<file path="src/assert_macros.svh">
// Assertion macros shared by the distance core RTL.
// Depends on nothing; include after the timescale line.
`ifndef ASSERT_MACROS_SVH
`define ASSERT_MACROS_SVH

// Same-cycle implication, held off while reset is low.
`define ASSERT_IMP(label, clk, rst_n, ante, cons, msg) \
    label: assert property (@(posedge clk) disable iff (!(rst_n)) (ante) |-> (cons)) \
        else $error(msg);

// Next-cycle implication, held off while reset is low.
`define ASSERT_NXT(label, clk, rst_n, ante, cons, msg) \
    label: assert property (@(posedge clk) disable iff (!(rst_n)) (ante) |=> (cons)) \
        else $error(msg);

`endif

</file>
<file path="src/bcd_pkg.sv">
`timescale 1ns / 1ps
// Shared types, widths and the square root step for the distance core.
// Depends on nothing.
package bcd_pkg;

    localparam int CoordW       = 32;
    localparam int MagW         = 15;
    localparam int SumW         = 2 * MagW;
    localparam int RemW         = MagW + 2;
    localparam int BitsPerStage = 3;
    localparam int RootStages   = MagW / BitsPerStage;

    localparam logic [MagW-1:0] DistMax = '1;

    typedef struct packed {
        logic valid;
        logic zero;
        logic clamp;
    } t_ctl;

    typedef struct packed {
        logic [RemW-1:0] rem;
        logic [MagW-1:0] root;
        logic [SumW-1:0] x;
    } t_root_st;

    // One restoring digit: bring down the next bit pair and try root*4+1.
    function automatic t_root_st root_step(t_root_st s);
        t_root_st        o;
        logic [RemW-1:0] acc;
        logic [RemW-1:0] trial;
        acc   = {s.rem[RemW-3:0], s.x[SumW-1:SumW-2]};
        trial = {s.root, 2'b01};
        o.x   = {s.x[SumW-3:0], 2'b00};
        if (acc >= trial) begin
            o.rem  = acc - trial;
            o.root = {s.root[MagW-2:0], 1'b1};
        end else begin
            o.rem  = acc;
            o.root = {s.root[MagW-2:0], 1'b0};
        end
        return o;
    endfunction

endpackage

</file>
<file path="src/bcd_axis.sv">
`timescale 1ns / 1ps
// One axis: box centre, offset magnitude and its square, three register stages.
// Depends on bcd_pkg.
module bcd_axis (
    input  logic                        i_clk,
    input  logic [bcd_pkg::CoordW-1:0]  i_lo,
    input  logic [bcd_pkg::CoordW-1:0]  i_hi,
    input  logic [bcd_pkg::CoordW-1:0]  i_pt,
    output logic [bcd_pkg::SumW-1:0]    o_sq,
    output logic                        o_big
);
    import bcd_pkg::*;

    logic [CoordW:0]   w_pair;
    logic [CoordW:0]   w_half;
    logic [CoordW-1:0] r_centre;
    logic [CoordW-1:0] r_pt;
    logic [CoordW:0]   w_diff;
    logic [CoordW:0]   w_abs;
    logic [MagW-1:0]   r_mag;
    logic              r_big_b;
    logic [SumW-1:0]   r_sq;
    logic              r_big_c;

    // Sign-extended sum, nudged up by one when negative so the halving truncates toward zero.
    assign w_pair = {i_lo[CoordW-1], i_lo} + {i_hi[CoordW-1], i_hi};
    assign w_half = w_pair + {{CoordW{1'b0}}, w_pair[CoordW]};

    assign w_diff = {r_pt[CoordW-1], r_pt} - {r_centre[CoordW-1], r_centre};
    assign w_abs  = w_diff[CoordW] ? (~w_diff + 1'b1) : w_diff;

    always_ff @(posedge i_clk) begin
        r_centre <= w_half[CoordW:1];
        r_pt     <= i_pt;
        r_mag    <= w_abs[MagW-1:0];
        r_big_b  <= |w_abs[CoordW-1:MagW];
        r_sq     <= SumW'(r_mag) * SumW'(r_mag);
        r_big_c  <= r_big_b;
    end

    assign o_sq  = r_sq;
    assign o_big = r_big_c;

endmodule

</file>
<file path="src/bcd_root.sv">
`timescale 1ns / 1ps
// Pipelined floor square root of the 30-bit sum, three result bits per stage.
// Depends on bcd_pkg and assert_macros.svh.
`include "assert_macros.svh"
module bcd_root (
    input  logic                      i_clk,
    input  logic                      i_rst_n,
    input  bcd_pkg::t_ctl             i_ctl,
    input  logic [bcd_pkg::SumW-1:0]  i_sum,
    output bcd_pkg::t_ctl             o_ctl,
    output logic [bcd_pkg::MagW-1:0]  o_root
);
    import bcd_pkg::*;

    t_root_st src   [RootStages];
    t_root_st n_st  [RootStages];
    t_root_st r_st  [RootStages];
    t_ctl     r_ctl [RootStages];
    logic     w_rem_ok;

    always_comb begin
        src[0] = '{rem: '0, root: '0, x: i_sum};
        for (int s = 1; s < RootStages; s++) begin
            src[s] = r_st[s-1];
        end
    end

    always_comb begin
        t_root_st w_st;
        for (int s = 0; s < RootStages; s++) begin
            w_st = src[s];
            for (int j = 0; j < BitsPerStage; j++) begin
                w_st = root_step(w_st);
            end
            n_st[s] = w_st;
        end
    end

    always_ff @(posedge i_clk) begin
        for (int s = 0; s < RootStages; s++) begin
            r_st[s] <= n_st[s];
        end
    end

    always_ff @(posedge i_clk) begin
        if (!i_rst_n) begin
            for (int s = 0; s < RootStages; s++) begin
                r_ctl[s] <= '0;
            end
        end else begin
            r_ctl[0] <= i_ctl;
            for (int s = 1; s < RootStages; s++) begin
                r_ctl[s] <= r_ctl[s-1];
            end
        end
    end

    assign o_ctl  = r_ctl[RootStages-1];
    assign o_root = r_st[RootStages-1].root;

    // A floor root leaves a remainder no larger than twice the root.
    assign w_rem_ok = r_st[RootStages-1].rem <= {1'b0, r_st[RootStages-1].root, 1'b0};

    `ASSERT_IMP(a_root_rem, i_clk, i_rst_n, o_ctl.valid && !o_ctl.clamp, w_rem_ok, "root remainder too large")

endmodule

</file>
<file path="src/box_centre_distance_isqrt_core.sv">
`timescale 1ns / 1ps
// Top level of the box centre distance core: axis units, sum stage, root pipeline.
// Depends on bcd_pkg, bcd_axis, bcd_root and assert_macros.svh.
`include "assert_macros.svh"
// Takes one box and point pair on every clock cycle and returns
// floor(sqrt(dx^2 + dy^2 + dz^2)) clamped to 32767, where each offset runs
// from the point to the box centre (min + max) / 2 truncated toward zero.
// The pipeline registers the per-axis arithmetic (centre, offset, square),
// then the sum and clamp decision, then the root stages for the 15-bit root
// at three bits per stage, and last one output register. busy stays low:
// the pipeline has no loop and nothing to wait for, and since the receiver
// cannot stall, each result is shown on o_distance for exactly the one cycle
// that o_valid marks, in the order the items came in. A cleared box_present
// gives a distance of zero.
module box_centre_distance_isqrt_core (
    input  logic                          i_clk,
    input  logic                          i_rst_n,
    input  logic                          start,
    output logic                          busy,
    input  logic [bcd_pkg::CoordW-1:0]    i_box_min_x,
    input  logic [bcd_pkg::CoordW-1:0]    i_box_min_y,
    input  logic [bcd_pkg::CoordW-1:0]    i_box_min_z,
    input  logic [bcd_pkg::CoordW-1:0]    i_box_max_x,
    input  logic [bcd_pkg::CoordW-1:0]    i_box_max_y,
    input  logic [bcd_pkg::CoordW-1:0]    i_box_max_z,
    input  logic [bcd_pkg::CoordW-1:0]    i_point_x,
    input  logic [bcd_pkg::CoordW-1:0]    i_point_y,
    input  logic [bcd_pkg::CoordW-1:0]    i_point_z,
    input  logic                          i_box_present,
    output logic                          o_valid,
    output logic [bcd_pkg::MagW-1:0]      o_distance
);
    import bcd_pkg::*;

    logic            w_accept;
    logic [SumW-1:0] w_sq_x, w_sq_y, w_sq_z;
    logic            w_big_x, w_big_y, w_big_z;

    // Control travelling alongside the axis stages.
    t_ctl r_ctl_a, r_ctl_b, r_ctl_c;
    t_ctl n_ctl_d, r_ctl_d;

    logic [SumW+1:0] w_sum;
    logic [SumW-1:0] r_sum;

    t_ctl            w_root_ctl;
    logic [MagW-1:0] w_root;

    logic            n_valid, r_valid;
    logic [MagW-1:0] n_distance, r_distance;

    logic            w_out_zero;
    logic            w_out_clamp;

    // Never hold off a transfer: one item enters on every cycle.
    assign busy     = 1'b0;
    assign w_accept = start && !busy;

    bcd_axis u_axis_x (
        .i_clk (i_clk),
        .i_lo  (i_box_min_x),
        .i_hi  (i_box_max_x),
        .i_pt  (i_point_x),
        .o_sq  (w_sq_x),
        .o_big (w_big_x)
    );

    bcd_axis u_axis_y (
        .i_clk (i_clk),
        .i_lo  (i_box_min_y),
        .i_hi  (i_box_max_y),
        .i_pt  (i_point_y),
        .o_sq  (w_sq_y),
        .o_big (w_big_y)
    );

    bcd_axis u_axis_z (
        .i_clk (i_clk),
        .i_lo  (i_box_min_z),
        .i_hi  (i_box_max_z),
        .i_pt  (i_point_z),
        .o_sq  (w_sq_z),
        .o_big (w_big_z)
    );

    // Three squares below 2^30 each fit in 32 bits. Clamp when any offset
    // reaches 32768 or the sum reaches 2^30: either way the root is 32768 or
    // more, so the root never needs the upper bits of the wide sum.
    assign w_sum = (SumW+2)'(w_sq_x) + (SumW+2)'(w_sq_y) + (SumW+2)'(w_sq_z);

    always_comb begin
        n_ctl_d       = r_ctl_c;
        n_ctl_d.clamp = w_big_x || w_big_y || w_big_z || (|w_sum[SumW+1:SumW]);
    end

    always_ff @(posedge i_clk) begin
        if (!i_rst_n) begin
            r_ctl_a <= '0;
            r_ctl_b <= '0;
            r_ctl_c <= '0;
            r_ctl_d <= '0;
        end else begin
            r_ctl_a <= '{valid: w_accept, zero: !i_box_present, clamp: 1'b0};
            r_ctl_b <= r_ctl_a;
            r_ctl_c <= r_ctl_b;
            r_ctl_d <= n_ctl_d;
        end
    end

    always_ff @(posedge i_clk) begin
        r_sum <= w_sum[SumW-1:0];
    end

    bcd_root u_root (
        .i_clk   (i_clk),
        .i_rst_n (i_rst_n),
        .i_ctl   (r_ctl_d),
        .i_sum   (r_sum),
        .o_ctl   (w_root_ctl),
        .o_root  (w_root)
    );

    // Pick the result: a missing box wins over the clamp, the clamp over the root.
    always_comb begin
        n_valid = w_root_ctl.valid;
        if (w_root_ctl.zero) begin
            n_distance = '0;
        end else if (w_root_ctl.clamp) begin
            n_distance = DistMax;
        end else begin
            n_distance = w_root;
        end
    end

    always_ff @(posedge i_clk) begin
        if (!i_rst_n) begin
            r_valid <= 1'b0;
        end else begin
            r_valid <= n_valid;
        end
    end

    always_ff @(posedge i_clk) begin
        r_distance <= n_distance;
    end

    assign o_valid    = r_valid;
    assign o_distance = r_distance;

    assign w_out_zero  = w_root_ctl.valid && w_root_ctl.zero;
    assign w_out_clamp = w_root_ctl.valid && w_root_ctl.clamp && !w_root_ctl.zero;

    `ASSERT_NXT(a_out_follows, i_clk, i_rst_n, w_root_ctl.valid, o_valid, "result strobe lost")
    `ASSERT_NXT(a_zero_box, i_clk, i_rst_n, w_out_zero, o_distance == '0, "missing box gave a distance")
    `ASSERT_NXT(a_clamp_out, i_clk, i_rst_n, w_out_clamp, o_distance == DistMax, "clamped distance wrong")

endmodule
</file>
<file path="config.mk">
export PLATFORM = sky130hd
export DESIGN_NAME = box_centre_distance_isqrt_core
export DESIGN_NICKNAME = d
export VERILOG_FILES = /design/src/bcd_pkg.sv /design/src/bcd_axis.sv /design/src/bcd_root.sv /design/src/box_centre_distance_isqrt_core.sv
export VERILOG_INCLUDE_DIRS = /design/src /design/src/src
export SDC_FILE = /design/constraint.sdc
export NUM_CORES = 2
export LEC_CHECK = 0
export BUFFER_PORTS_ARGS = -buffer_cell sky130_fd_sc_hd__buf_4
export CORE_MARGIN = 2
export CORE_UTILIZATION = 50
export DETAILED_ROUTE_END_ITERATION = 6
export MAX_ROUTING_LAYER = met4
export PLACE_DENSITY = 0.67
export SLEW_MARGIN = 10
export SYNTH_ARGS = -nofsm -noshare
export SYNTH_HDL_FRONTEND = slang
export SYNTH_SLANG_ARGS = --single-unit
</file>
<file path="constraint.sdc">
create_clock -name i_clk -period 17.1 [get_ports i_clk]
set_clock_uncertainty 0.05 [all_clocks]
set_input_delay 0.855 -clock i_clk [delete_from_list [all_inputs] [get_ports i_clk]]
set_output_delay 0.855 -clock i_clk [all_outputs]
set_load 0.01 [all_outputs]
</file>
==> run_results.csv <==
group,metric,value,unit
synth,ys_types,91,
placement,hpwl,107,mm
hold_path,holdCritPathClass,"reg -> reg",
job,cap_violations,0,
placement,place.gp.congestion,0.911,
sta,tightestPinTransition,1.18,ns
clocking,clk_pin_slew_worst_paths,0.06,ns
synth,synthTopCellsByArea,"dfxtp_1 (21%), fa_1 (16%), ha_1 (14%)",
clocking,cts.htree.levels,3,
routing,postRouteAntennaNets,0,
clocking,cts_resized,0,
synth,synthArstFlopShare,0,%
setup_path,cp-start-kind,"flip-flop",
setup_path,cp_max_fo,19,
placement,io_buffers,307,
setup_path,critPathSlowestCell,"or4b_2",
clocking,cts_tree,"built",
setup_path,worstPathArrival,9.12,ns
floorplanning,ioPinCount,309,
floorplanning,initial_core_util,50.3,%
sta,layout_min_cycle_time,8.66,ns
final_layout,layout.nets,7913,
routing,wl_per_cell,16.1,microns
sta,timing.hold.ws,0.270,ns
synth,synth_area,54600,sq um
setup_path,setup.worst_path.class,"reg -> reg",
sta,drv_slew,0,
routing,drcViolationCount,3,
synth,ys_ff_latch,565,
final_layout,layout-drive-gt1-share,7.91,%
floorplanning,rows,121,
setup_path,rrSetupSlack,8.44,ns
global_routing,grt_pass1_wl,214,mm
synth,synth.top_cell.area_share,20.7,%
global_routing,antenna_found_initial,5,
floorplanning,fp.dieW,334,microns
clocking,clk-insertion-delay-late,0.63,ns
global_routing,grt_usage,23.8,%
global_routing,grt_pass1_vias,43600,
synth,ys_warn_count,0,
synth,synth_ff_type,"dfxtp_1",
clocking,cts_buffers,67,
routing,dr.pass1.iters,7,
synth,yosysSeqAreaShare,20.7,%
routing,drtIter0Drc,2326,
status,status,"complete, but fails checks",
synth,synth_area_leader_cell,"dfxtp_1",
synth,syn_avg_cell_area,8.67,sq um
routing,wl,129,mm
floorplanning,die_y,334,microns
status,violations,"design-rule violations",
global_routing,grt-ovfl-total,0,
setup_path,cp_num_buf_inv,5,
clocking,clk_path_buf_depth,3,
setup_path,critPathTopFamily,"simple AND/OR/NAND/NOR gates",
clocking,cts_hold_buffers,0,
sta,rsz0062_at_grt,"no",
final_layout,area_delta_synth_final,11.0,%
setup_path,slowest_delay,0.70,ns
setup_path,worstPathRequired,17.56,ns
sta,max_freq,115,MHz
setup_path,setup.worst_path.end_class,"flip-flop",
routing,vias,44000,
floorplanning,design.core.area,109000,sq um
clocking,cts_sinks,565,
sta,finalHoldViolations,0,
floorplanning,dieArea,112000,sq um
synth,synth_edf_count,0,
routing,avgViaCountPerCell,5.49,
sta,maxSlewHeadroom,21.1,%
clocking,cts_root_buffer,"clkbuf_16",
global_routing,grt_max_degree,26,
clocking,post_cts_buffers,0,
synth,netlist_instances,6300,
sta,fin_tns_setup,0,ns
sta,setup_viol,0,
sta,finalCritPeriodShare,50.6,%
setup_path,crit_path_frequent_cell,"inv_1",
[through the flow]
stage | cells | util (%) | area [sq um] | setup WS, ns
floorplan | 6303 | - | 54600 | 10.43
global placement | 7890 | 53.6 | 58200 | 8.68
detailed placement | 7890 | 53.6 | 58200 | 8.56
CTS | 8012 | 55.8 | 60600 | 8.54
global route | 8017 | 55.9 | 60600 | 7.90
finish | 8017 | 55.9 | 60600 | 8.44
[worst reg2reg max path, delay by kind of cell, from the launching register on]
kind                       cells  cell delay (ns)
muxes                          1             0.32
and+or+nand+nor               11             3.29
buffers and inverters          5             1.33
AOI/OAI and AO/OA              8             1.79
xor gates and xnor gates       1             0.30
adders and majority gates      3             1.14
DFF                            1             0.32
[cell type report]
type / count / area (sq um)
multi-input cells: 4833 / 39900
repair buffers: 312 / 2340
clock buffers: 81 / 1800
fillers: 9945 / 47900
diodes: 5 / 12.5
clock inverters: 41 / 622
well taps: 1414 / 1770
flip-flops and latches: 565 / 11300
inverters: 766 / 2880
[cells in the mapped netlist, types with 33 or more instances]
cell,instances
clkbuf_1,129
xnor2_1,333
a211oi_1,56
o211ai_1,55
o21ai_0,261
or2_2,34
nor3_1,161
ha_1,629
nand2b_1,66
and3_1,52
nor4_1,37
a31oi_1,66
and2_1,243
nor2b_1,57
nor2_1,422
nand3_1,117
dfxtp_1,565
nand2_1,439
o21bai_1,42
o21a_1,71
nand4_1,73
o31ai_1,33
a21o_1,147
inv_1,765
a21oi_1,355
or3_1,55
fa_1,447
xor2_1,171
[registers in the layout (all words and copies together) (netlist names), 29 cells and up]
name and flops:
r_sum 30, u_axis_x.o_sq 29, u_axis_x.r_centre 32, u_axis_x.r_pt 32, u_axis_y.o_sq 29, u_axis_y.r_centre 32, u_axis_y.r_pt 32, u_axis_z.o_sq 29
u_axis_z.r_centre 32, u_axis_z.r_pt 32, u_root.r_st 165
[final timing paths]
| path | start | cells past startpoint | to |
|---|---|---|---|
| min | r_sum[5]$_DFF_P_ | 0 | u_root.r_st[0][5]$_DFF_P_ |
| max | u_root.r_st[0][84]$_DFF_P_ | 29 | u_root.r_st[0][157]$_DFF_P_ |
| min reg2reg | r_sum[5]$_DFF_P_ | 0 | u_root.r_st[0][5]$_DFF_P_ |
| max reg2reg | u_root.r_st[0][84]$_DFF_P_ | 29 | u_root.r_st[0][157]$_DFF_P_ |
[cells by family after synthesis]
logic type / count (synthesis) / share of synthesized area [%]
simple gates: 1866 / 17.3
compound gates: 1338 / 16.0
fa+ha+maj: 1076 / 30.8
buf+inv: 905 / 6.24
flops: 565 / 20.7
xor+xnor: 504 / 8.08
mux: 44 / 0.859
other cells: 2 / 0.0138
[cell usage in the layout (no fill, tap or decap), types with 21 or more instances in the layout]
cell,synthesis,routed
fa_1,447,447
o21ai_0,261,261
xor2_1,171,171
clkbuf_16,0,68
or3_1,55,55
o21a_1,71,71
a211oi_1,56,56
inv_1,765,765
o21bai_1,42,42
a21o_1,147,147
nor3_1,161,161
or2_2,34,34
ha_1,629,629
nand2b_1,66,66
nor2_1,422,422
nand2_1,439,439
buf_4,2,312
and3_1,52,52
dfxtp_1,565,565
xnor2_1,333,333
a211o_1,21,21
a31oi_1,66,66
nor2b_1,57,57
o31ai_1,33,33
nand3_1,117,117
o211ai_1,55,55
nand4_1,73,73
mux2i_1,21,21
a21oi_1,355,355
nor4_1,37,37
mux2_2,23,23
and2_1,243,243
[routing by layer]
metal / wire length (microns) / track usage, % / up-vias / part of all wire, %
met3: 5620 / 3.33 / 232 / 4.3
met4: 5410 / 10.2 / 0 / 4.2
met5: 0 / - / - / 0
li1: - / - / 22100 / -
met1: 56600 / 28.5 / 20700 / 44
met2: 61700 / 40.0 / 955 / 48
Power is left out: the tool's default activity adds up to more than one toggle a clock period on the data nets, which glitch-free logic cannot reach.
